$ cat src/rtl/assert_macros.svh
// Assertion macros for the RTL of the integer execute unit.
// Self-contained; included by any module that carries concurrent assertions.
`ifndef ASSERT_MACROS_SVH
`define ASSERT_MACROS_SVH

// Condition that must hold at every clock edge outside reset.
`define ASSERT_ALWAYS(label, clk, rst, expr) \
  label: assert property (@(posedge clk) disable iff (rst) (expr)) \
    else $error("assertion failed");

// Consequent that must hold in the cycle after the antecedent.
`define ASSERT_NEXT(label, clk, rst, ante, cons) \
  label: assert property (@(posedge clk) disable iff (rst) (ante) |=> (cons)) \
    else $error("assertion failed");

`endif

$ cat src/rtl/rv32iex_pkg.sv
// Package of the RV32I integer execute unit: sizes, operation codes and the
// structs passed between its modules. Depends on nothing.
package rv32iex_pkg;

  localparam int XLEN      = 32;
  localparam int NUM_REGS  = 32;
  localparam int RegIdxW   = $clog2(NUM_REGS);
  localparam int RegNumW   = 5;
  localparam int ShamtW    = 5;
  localparam int InsnBytes = 4;
  localparam logic [XLEN-1:0] StartPcReset = '0;

  typedef enum logic [4:0] {
    OP_ADD   = 5'd0,
    OP_ADDI  = 5'd1,
    OP_SUB   = 5'd2,
    OP_LUI   = 5'd3,
    OP_XOR   = 5'd4,
    OP_XORI  = 5'd5,
    OP_OR    = 5'd6,
    OP_ORI   = 5'd7,
    OP_AND   = 5'd8,
    OP_ANDI  = 5'd9,
    OP_SLL   = 5'd10,
    OP_SRL   = 5'd11,
    OP_SRA   = 5'd12,
    OP_SLT   = 5'd13,
    OP_SLTI  = 5'd14,
    OP_SLTU  = 5'd15,
    OP_SLTIU = 5'd16,
    OP_BEQ   = 5'd17,
    OP_BNE   = 5'd18,
    OP_BLT   = 5'd19,
    OP_BLTU  = 5'd20,
    OP_BGE   = 5'd21,
    OP_BGEU  = 5'd22,
    OP_JAL   = 5'd23,
    OP_JALR  = 5'd24
  } op_t;

  // Register file write port.
  typedef struct packed {
    logic               en;
    logic [RegIdxW-1:0] addr;
    logic [XLEN-1:0]    data;
  } rf_wr_t;

  // Outcome of executing one instruction.
  typedef struct packed {
    logic [XLEN-1:0]    next_pc;
    logic               reg_write;
    logic [RegNumW-1:0] write_reg;
    logic [XLEN-1:0]    write_value;
    logic               branch_taken;
  } exec_res_t;

endpackage

$ cat src/rtl/rv32i_integer_execute_unit.sv
// Top level of the RV32I integer execute unit: operand stage, execute logic,
// result register and program counter. Depends on rv32iex_pkg,
// rv32iex_regfile, rv32iex_exec and assert_macros.svh.
//
// The unit takes one decoded RV32I instruction per transaction on the input
// channel (mode, dest_reg, src_reg_a, src_reg_b, immediate) and returns one
// result transaction for each of them: the next program counter, the register
// write if any, and whether the flow of control was redirected. It holds a
// register file of NUM_REGS words and the program counter. One instruction is
// accepted every clock cycle as long as the output side keeps up. An accepted
// instruction passes the operand stage, then the result register. The operand
// stage reads both source operands from the register file, whose read port is
// registered; the execute step runs the ALU, branch compare and next-PC logic
// and loads the result register, committing the register write and the new PC
// at the same edge. A write made by the instruction ahead is forwarded to the
// operands of the one behind it, so back-to-back dependent instructions see each
// other's results. The result register parts the two channels: a new instruction
// still enters while an earlier result waits to be taken, and stall on the
// input rises only when the operand stage holds an instruction that cannot
// move on. Writing cfg_wdata with cfg_we loads the program counter at once;
// do so only while no transaction is in flight. Reset clears the register file
// to zero and the program counter to zero.

`include "assert_macros.svh"

module rv32i_integer_execute_unit (
  input  logic                                clk,
  input  logic                                rst,
  input  logic                                cfg_we,
  input  logic [rv32iex_pkg::XLEN-1:0]        cfg_wdata,
  input  logic                                in_valid,
  output logic                                in_stall,
  input  logic [4:0]                          mode,
  input  logic [rv32iex_pkg::RegNumW-1:0]     dest_reg,
  input  logic [rv32iex_pkg::RegNumW-1:0]     src_reg_a,
  input  logic [rv32iex_pkg::RegNumW-1:0]     src_reg_b,
  input  logic signed [rv32iex_pkg::XLEN-1:0] immediate,
  output logic                                out_valid,
  input  logic                                out_stall,
  output logic [rv32iex_pkg::XLEN-1:0]        next_pc,
  output logic                                reg_write,
  output logic [rv32iex_pkg::RegNumW-1:0]     write_reg,
  output logic [rv32iex_pkg::XLEN-1:0]        write_value,
  output logic                                branch_taken
);
  import rv32iex_pkg::*;

  // Operand stage: the accepted instruction waiting to execute.
  logic                ex_valid;
  op_t                 ex_op;
  logic [RegNumW-1:0]  ex_dest;
  logic [XLEN-1:0]     ex_imm;

  logic [XLEN-1:0]     pc;
  logic [XLEN-1:0]     src_a;
  logic [XLEN-1:0]     src_b;
  exec_res_t           res;
  rf_wr_t              rf_wr;

  logic                out_free;
  logic                ex_fire;
  logic                in_fire;

  // The result register can load when it is empty or being emptied now.
  assign out_free = !out_valid || !out_stall;
  assign ex_fire  = ex_valid && out_free;
  assign in_stall = ex_valid && !out_free;
  assign in_fire  = in_valid && !in_stall;

  always_ff @(posedge clk) begin
    if (rst) begin
      ex_valid <= 1'b0;
    end else if (in_fire) begin
      ex_valid <= 1'b1;
    end else if (ex_fire) begin
      ex_valid <= 1'b0;
    end
  end

  always_ff @(posedge clk) begin
    if (in_fire) begin
      ex_op   <= op_t'(mode);
      ex_dest <= dest_reg;
      ex_imm  <= $unsigned(immediate);
    end
  end

  // The register write and the PC update commit as the instruction leaves
  // the operand stage, so the next instruction always sees them.
  assign rf_wr.en   = ex_fire && res.reg_write;
  assign rf_wr.addr = res.write_reg[RegIdxW-1:0];
  assign rf_wr.data = res.write_value;

  rv32iex_regfile u_regfile (
    .clk       (clk),
    .rst       (rst),
    .rd_en     (in_fire),
    .rd_addr_a (src_reg_a),
    .rd_addr_b (src_reg_b),
    .wr        (rf_wr),
    .rd_data_a (src_a),
    .rd_data_b (src_b)
  );

  rv32iex_exec u_exec (
    .op       (ex_op),
    .dest_reg (ex_dest),
    .src_a    (src_a),
    .src_b    (src_b),
    .imm      (ex_imm),
    .pc       (pc),
    .res      (res)
  );

  always_ff @(posedge clk) begin
    if (rst) begin
      pc <= StartPcReset;
    end else if (cfg_we) begin
      pc <= cfg_wdata;
    end else if (ex_fire) begin
      pc <= res.next_pc;
    end
  end

  // Result register.
  always_ff @(posedge clk) begin
    if (rst) begin
      out_valid <= 1'b0;
    end else if (out_free) begin
      out_valid <= ex_fire;
    end
  end

  always_ff @(posedge clk) begin
    if (ex_fire) begin
      next_pc      <= res.next_pc;
      reg_write    <= res.reg_write;
      write_reg    <= res.write_reg;
      write_value  <= res.write_value;
      branch_taken <= res.branch_taken;
    end
  end

  // A delivered write never names register zero.
  `ASSERT_ALWAYS(a_no_write_r0, clk, rst, !(out_valid && reg_write) || (write_reg != '0))

  // A result without a register write carries zero register and value.
  `ASSERT_ALWAYS(a_idle_write_zero, clk, rst,
                 !(out_valid && !reg_write) || (write_reg == '0 && write_value == '0))

  // After an instruction executes, the PC matches the next_pc it reports.
  `ASSERT_NEXT(a_pc_commit, clk, rst, ex_fire && !cfg_we, out_valid && (pc == next_pc))

endmodule

$ cat src/rtl/rv32iex_regfile.sv
// Register file of the integer execute unit: two registered read ports with
// write bypass, one write port, per-entry valid bits. Depends on rv32iex_pkg.
module rv32iex_regfile (
  input  logic                                 clk,
  input  logic                                 rst,
  input  logic                                 rd_en,
  input  logic [rv32iex_pkg::RegNumW-1:0]      rd_addr_a,
  input  logic [rv32iex_pkg::RegNumW-1:0]      rd_addr_b,
  input  rv32iex_pkg::rf_wr_t                  wr,
  output logic [rv32iex_pkg::XLEN-1:0]         rd_data_a,
  output logic [rv32iex_pkg::XLEN-1:0]         rd_data_b
);
  import rv32iex_pkg::*;

  logic [XLEN-1:0]     mem [NUM_REGS];
  logic [NUM_REGS-1:0] entry_valid;

  logic [XLEN-1:0]     mem_q_a;
  logic [XLEN-1:0]     mem_q_b;
  logic                live_a;
  logic                live_b;
  logic                byp_a;
  logic                byp_b;
  logic [XLEN-1:0]     byp_data;

  logic [RegIdxW-1:0]  idx_a;
  logic [RegIdxW-1:0]  idx_b;
  logic                ok_a;
  logic                ok_b;

  assign idx_a = rd_addr_a[RegIdxW-1:0];
  assign idx_b = rd_addr_b[RegIdxW-1:0];
  // Register zero and numbers beyond the file read as zero.
  assign ok_a = (rd_addr_a != '0) && (6'(rd_addr_a) < 6'(NUM_REGS));
  assign ok_b = (rd_addr_b != '0) && (6'(rd_addr_b) < 6'(NUM_REGS));

  always_ff @(posedge clk) begin
    if (wr.en) begin
      mem[wr.addr] <= wr.data;
    end
  end

  always_ff @(posedge clk) begin
    if (rst) begin
      entry_valid <= '0;
    end else if (wr.en) begin
      entry_valid[wr.addr] <= 1'b1;
    end
  end

  always_ff @(posedge clk) begin
    if (rd_en) begin
      mem_q_a  <= mem[idx_a];
      mem_q_b  <= mem[idx_b];
      live_a   <= ok_a && entry_valid[idx_a];
      live_b   <= ok_b && entry_valid[idx_b];
      // A write landing at the same edge is not yet in the array.
      byp_a    <= ok_a && wr.en && (wr.addr == idx_a);
      byp_b    <= ok_b && wr.en && (wr.addr == idx_b);
      byp_data <= wr.data;
    end
  end

  assign rd_data_a = byp_a ? byp_data : (live_a ? mem_q_a : '0);
  assign rd_data_b = byp_b ? byp_data : (live_b ? mem_q_b : '0);

endmodule

$ cat src/rtl/rv32iex_exec.sv
// Combinational execute logic: ALU, branch compare and next-PC selection for
// one instruction. Depends on rv32iex_pkg.
module rv32iex_exec (
  input  rv32iex_pkg::op_t                 op,
  input  logic [rv32iex_pkg::RegNumW-1:0]  dest_reg,
  input  logic [rv32iex_pkg::XLEN-1:0]     src_a,
  input  logic [rv32iex_pkg::XLEN-1:0]     src_b,
  input  logic [rv32iex_pkg::XLEN-1:0]     imm,
  input  logic [rv32iex_pkg::XLEN-1:0]     pc,
  output rv32iex_pkg::exec_res_t           res
);
  import rv32iex_pkg::*;

  logic [XLEN-1:0]   seq_pc;
  logic [XLEN-1:0]   target;
  logic [XLEN-1:0]   jalr_target;
  logic [ShamtW-1:0] shamt;
  logic              lt_s;
  logic              lt_u;
  logic              eq;
  logic [XLEN-1:0]   val;
  logic              wr;
  logic              taken;
  logic              dest_ok;

  assign seq_pc      = pc + XLEN'(InsnBytes);
  assign target      = pc + imm;
  assign jalr_target = (src_a + imm) & ~XLEN'(1);
  assign shamt       = src_b[ShamtW-1:0];
  assign lt_s        = $signed(src_a) < $signed(src_b);
  assign lt_u        = src_a < src_b;
  assign eq          = src_a == src_b;
  assign dest_ok     = (dest_reg != '0) && (6'(dest_reg) < 6'(NUM_REGS));

  always_comb begin
    val   = '0;
    wr    = 1'b0;
    taken = 1'b0;
    unique case (op) inside
      OP_ADD:   begin val = src_a + src_b;  wr = 1'b1; end
      OP_ADDI:  begin val = src_a + imm;    wr = 1'b1; end
      OP_SUB:   begin val = src_a - src_b;  wr = 1'b1; end
      OP_LUI:   begin val = imm;            wr = 1'b1; end
      OP_XOR:   begin val = src_a ^ src_b;  wr = 1'b1; end
      OP_XORI:  begin val = src_a ^ imm;    wr = 1'b1; end
      OP_OR:    begin val = src_a | src_b;  wr = 1'b1; end
      OP_ORI:   begin val = src_a | imm;    wr = 1'b1; end
      OP_AND:   begin val = src_a & src_b;  wr = 1'b1; end
      OP_ANDI:  begin val = src_a & imm;    wr = 1'b1; end
      OP_SLL:   begin val = src_a << shamt; wr = 1'b1; end
      OP_SRL:   begin val = src_a >> shamt; wr = 1'b1; end
      OP_SRA:   begin val = XLEN'($signed(src_a) >>> shamt); wr = 1'b1; end
      OP_SLT:   begin val = XLEN'(lt_s); wr = 1'b1; end
      OP_SLTI:  begin val = XLEN'($signed(src_a) < $signed(imm)); wr = 1'b1; end
      OP_SLTU:  begin val = XLEN'(lt_u); wr = 1'b1; end
      OP_SLTIU: begin val = XLEN'(src_a < imm); wr = 1'b1; end
      OP_BEQ:   taken = eq;
      OP_BNE:   taken = !eq;
      OP_BLT:   taken = lt_s;
      OP_BLTU:  taken = lt_u;
      OP_BGE:   taken = !lt_s;
      OP_BGEU:  taken = !lt_u;
      OP_JAL, OP_JALR: begin
        val   = seq_pc;
        wr    = 1'b1;
        taken = 1'b1;
      end
      default: ;
    endcase
  end

  always_comb begin
    res.reg_write    = wr && dest_ok;
    res.write_reg    = res.reg_write ? dest_reg : '0;
    res.write_value  = res.reg_write ? val : '0;
    res.branch_taken = taken;
    if (op == OP_JALR) begin
      res.next_pc = jalr_target;
    end else if (taken) begin
      res.next_pc = target;
    end else begin
      res.next_pc = seq_pc;
    end
  end

endmodule
$ cat config.mk
export PLATFORM = sky130hd
export DESIGN_NAME = rv32i_integer_execute_unit
export DESIGN_NICKNAME = d
export VERILOG_FILES = /design/src/rtl/rv32iex_pkg.sv /design/src/rtl/rv32i_integer_execute_unit.sv /design/src/rtl/rv32iex_regfile.sv /design/src/rtl/rv32iex_exec.sv
export VERILOG_INCLUDE_DIRS = /design/src /design/src/rtl
export SDC_FILE = /design/constraint.sdc
export NUM_CORES = 2
export LEC_CHECK = 0
export BUFFER_PORTS_ARGS = -buffer_cell sky130_fd_sc_hd__buf_2
export CAP_MARGIN = 20
export CORE_AREA = 5 5 366 368
export CTS_CLUSTER_DIAMETER = 60
export DETAILED_ROUTE_END_ITERATION = 12
export DIE_AREA = 0 0 371 373
export GPL_ROUTABILITY_DRIVEN = 0
export PLACE_DENSITY = 0.74
export SLEW_MARGIN = 10
export SYNTH_ARGS = -nofsm -noshare
export SYNTH_HDL_FRONTEND = slang
export SYNTH_HIERARCHICAL = 1
export SYNTH_SLANG_ARGS = --single-unit
$ cat constraint.sdc
create_clock -name clk -period 11.2 [get_ports clk]
set_clock_uncertainty 0.2 [all_clocks]
set_input_delay 1.12 -clock clk [delete_from_list [all_inputs] [get_ports clk]]
set_output_delay 1.12 -clock clk [all_outputs]
set_load 0.02 [all_outputs]
==> impl_results.md <==
* Outcome: finished clean
* Vias in the first global route at 52100
* Switching share of power at 27.8%
* RSZ-0062 raised after global routing: false
* Chip Width at 371 um
* Post-synthesis simple-gate area fraction at 7.23%
* DPL Wire Length at 148 mm
* Pin slew with the least headroom to its limit at 1.18 ns
* Vias per inst at 7.38
* Worst reg2reg setup slack at 4.49 ns
* Setup bufs post-CTS at 0
* Critical Path End: pc[28]
* P&R area growth vs syn at 9.90%
* CTS Buf Count at 135
* Max Slew Vio Count at 0
* Combinational share of power at 17.9%
* FFs w/ async S/R, synth at 0%
* Sequential share of power at 46.0%
* CP endpoint kind: flip-flop
* Initial DRC Count at 9131
* Worst R2R End: pc[28]
* DR DRC count at 0
* CTS sink count at 1303
* Cts repair resizes at 0
* Nets at 5728
* Share of layout cells above drive strength 1 at 23.5%
* Die area at 138000 um2
* Synth Area in XOR/XNOR at 1.64%
* Clock network power share at 36.1%
* Adder-cell share of the synthesized area at 2.81%
* Initial Util at 56.4%
* Startpoint Class: flip-flop
* RR Startpoint: u_regfile/byp_b
* Largest family of logic cells by synthesized area: multiplexers
* Die H at 373 um
* Post-synthesis mux area share at 21.7%
* Clk slew on worst S/H paths at 0.06 ns
* Syn. warnings at 6
* Hold path depth at 2
* Worst hold path type: flip-flop to flip-flop
* Crit path DAT at 7.19 ns
* Seq cells post-synth at 1303
* Post-synthesis sequential area ratio at 52.3%
* Post-Syn Nets at 5691
* Fin crit period at 6.71 ns
* Antenna Nets Post-Route at 0
* GRT Overall Usage at 34.6%
* Sum Neg Setup Slack at 0 ns
* Slew margin rel. at 21.4%
* Internal power at 8840 uW
* # hold bufs at CTS at 0
* Vias at 54200
* CP max FO at 65
* P_sw at 3410 uW
* Wire per inst at 33.5 um
* Fill cells at 9633
* Primary FF master, synth: edfxtp_1
* H-tree depth at 4
* Worst skew pair latency at 0.79 ns
* Power Dens Cells at 152 nW/um2
* Core Area at 130000 um2
* Ports at 162
* Largest net degree at the start of global routing at 147
* Maximum clock path buffer count at 3
* Final setup violation count at 0
* Post-synth EDFFs at 1237
* CTS root buf: clkbuf_16
* Compound-cell area share of the yosys netlist at 10.9%
* Max FFs per register at 1024
* Max Cap Viol at 0
* Avg Cell Area, Syn at 13.5 um2
* DR pass1 iterations at 11
* CP startpoint: u_regfile/byp_b
* Number of port buffers at 161
* WS Path Type: flip-flop to flip-flop
* GRT Residual Overflow at 0
* Drt total wl at 246 mm
* Row count at 133
* Tcrit/Tclk final at 59.9%
* Synth unique cells at 102
* Finished Core Util at 61.9%
* VDD IR-drop max at 152 uV
* First-pass GRT wire length at 352 mm
* Post-Synthesis Cells at 5439
* TritonCTS clock tree: built
* Most flops, register: u_regfile/mem
* Initial antenna violation count at 6
* Leakage at 0.0280 uW
* CP required at 11.68 ns
* Synthesized cell area at 73500 um2
* Final hold violations at 0
* Reg2Reg Depth at 19
* Fmax achieved at 149 MHz
-- worst min path at each step --
stage             startpoint          to  slack (ns)
2_1_floorplan       ex_valid   out_valid        0.23
3_3_place_gp        ex_valid   out_valid        0.24
3_5_place_dp        ex_valid   out_valid        0.26
4_1_cts        immediate[15]  ex_imm[15]        0.27
5_1_grt          dest_reg[1]  ex_dest[1]        0.28
6_report            ex_valid   out_valid        0.27
-- cells by family (layout without fill, tap and decap cells) --
group,Yosys count,in the layout
compound gates,1150,1150
xor+xnor,138,138
fa+ha+maj,163,163
buf+inv,580,722
flops,1303,1303
mux,947,947
other cells,0,2
simple gates,1158,1158
-- routing by layer --
metal	vias up	share of wire (%)	GRT usage, %
met5	-	0.012	0
met1	26700	34	46.1
li1	21700	-	-
met4	4	6.5	17.7
met2	4709	44	51.3
met3	1066	15	11.2
-- placed cells by master, fill, tap and decap left out, drive strengths merged, types with 67 or more instances in the layout --
master / count
edfxtp: 1237
mux4: 503
nor2: 366
nand2: 355
a21oi: 328
mux2i: 311
buf: 308
inv: 183
o21ai: 169
clkbuf: 166
ha: 159
mux2: 133
nand3: 124
xnor2: 102
a22oi: 99
a22o: 67
-- Yosys cell counts (13+ instances only) --
library cell | instances | area [um2]
nor2_1 | 365 | 1370
o31ai_1 | 23 | 173
a21o_1 | 43 | 323
inv_1 | 166 | 623
a22oi_1 | 99 | 743
or2_2 | 13 | 81.3
a221oi_1 | 35 | 307
o2111ai_1 | 13 | 114
mux2i_1 | 311 | 3110
edfxtp_1 | 1237 | 37100
buf_2 | 103 | 515
nor2b_1 | 37 | 231
buf_6 | 13 | 146
o211ai_1 | 41 | 308
a211o_1 | 16 | 140
a211oi_1 | 40 | 300
nor3_1 | 52 | 260
o21bai_1 | 18 | 135
and3_1 | 22 | 138
mux2_2 | 130 | 1460
dfxtp_1 | 66 | 1320
a221o_1 | 13 | 130
clkbuf_1 | 229 | 860
a21boi_0 | 13 | 97.6
ha_1 | 159 | 1990
and2_1 | 26 | 163
o22ai_1 | 33 | 206
a31oi_1 | 48 | 300
nand2b_1 | 35 | 219
mux4_2 | 503 | 11300
nand2_1 | 355 | 1330
a21oi_2 | 28 | 245
nand4_1 | 49 | 307
a221oi_2 | 28 | 420
o21ai_0 | 167 | 836
buf_1 | 50 | 188
a22o_1 | 67 | 587
or3_1 | 25 | 156
xnor2_1 | 102 | 893
nor4_1 | 17 | 106
xor2_1 | 36 | 315
nand3_1 | 124 | 621
a21oi_1 | 300 | 1500
-- area by class of cell --
type | instances | area, um2 | share of cell area [%]
Antenna cell | 2 | 5.00 | 0.00619
Clock buffer | 166 | 3640 | 4.51
Timing Repair Buffer | 308 | 2090 | 2.58
Tap cell | 1755 | 2200 | 2.72
Inverter | 172 | 656 | 0.811
Clock inverter | 76 | 683 | 0.845
Multi-Input combinational cell | 3556 | 33100 | 40.9
Sequential cell | 1303 | 38500 | 47.6
-- worst max-delay path: stages, from the launching register on --
cell and delay, ns:
edfxtp_1 0.36, buf_4 0.29, nor2b_4 0.15, buf_4 0.40, a22o_2 0.22, buf_4 0.59, inv_2 0.53, ha_1 0.48
nand4_1 0.10, nor4_1 0.83, a2111o_1 0.27, o211ai_1 0.13, o31ai_4 0.26, buf_4 0.46, inv_4 0.25, and3_1 0.24
mux2_2 0.25, nor2_1 0.17, a21oi_2 0.09, a221oi_2 0.27
-- power groups by stage --
stage / sequential (uW) / clock [uW] / combinational (uW)
after CTS: 5630 / 4470 / 2100
after global routing: 5640 / 4670 / 2290
after floorplan: 5730 / 0 / 1430
after global placement: 5730 / 0 / 2050
final: 5630 / 4430 / 2190
after detailed placement: 5730 / 0 / 2090
-- metrics by stage --
stage | cells | cell area [um2] | total power [uW] | setup slack (ns) | hold slack [ns]
6_report | 7338 | 80800 | 12300 | 4.49 | 0.269
5_1_grt | 7336 | 80800 | 12600 | 4.31 | 0.277
4_1_cts | 7332 | 80700 | 12200 | 4.64 | 0.270
3_5_place_dp | 7090 | 76400 | 7820 | 4.65 | 0.264
3_3_place_gp | 7088 | 76400 | 7780 | 4.86 | 0.236
2_1_floorplan | 5439 | 73500 | 7160 | 2.71 | 0.231
Note: power is estimated with default switching activity, not from simulation.
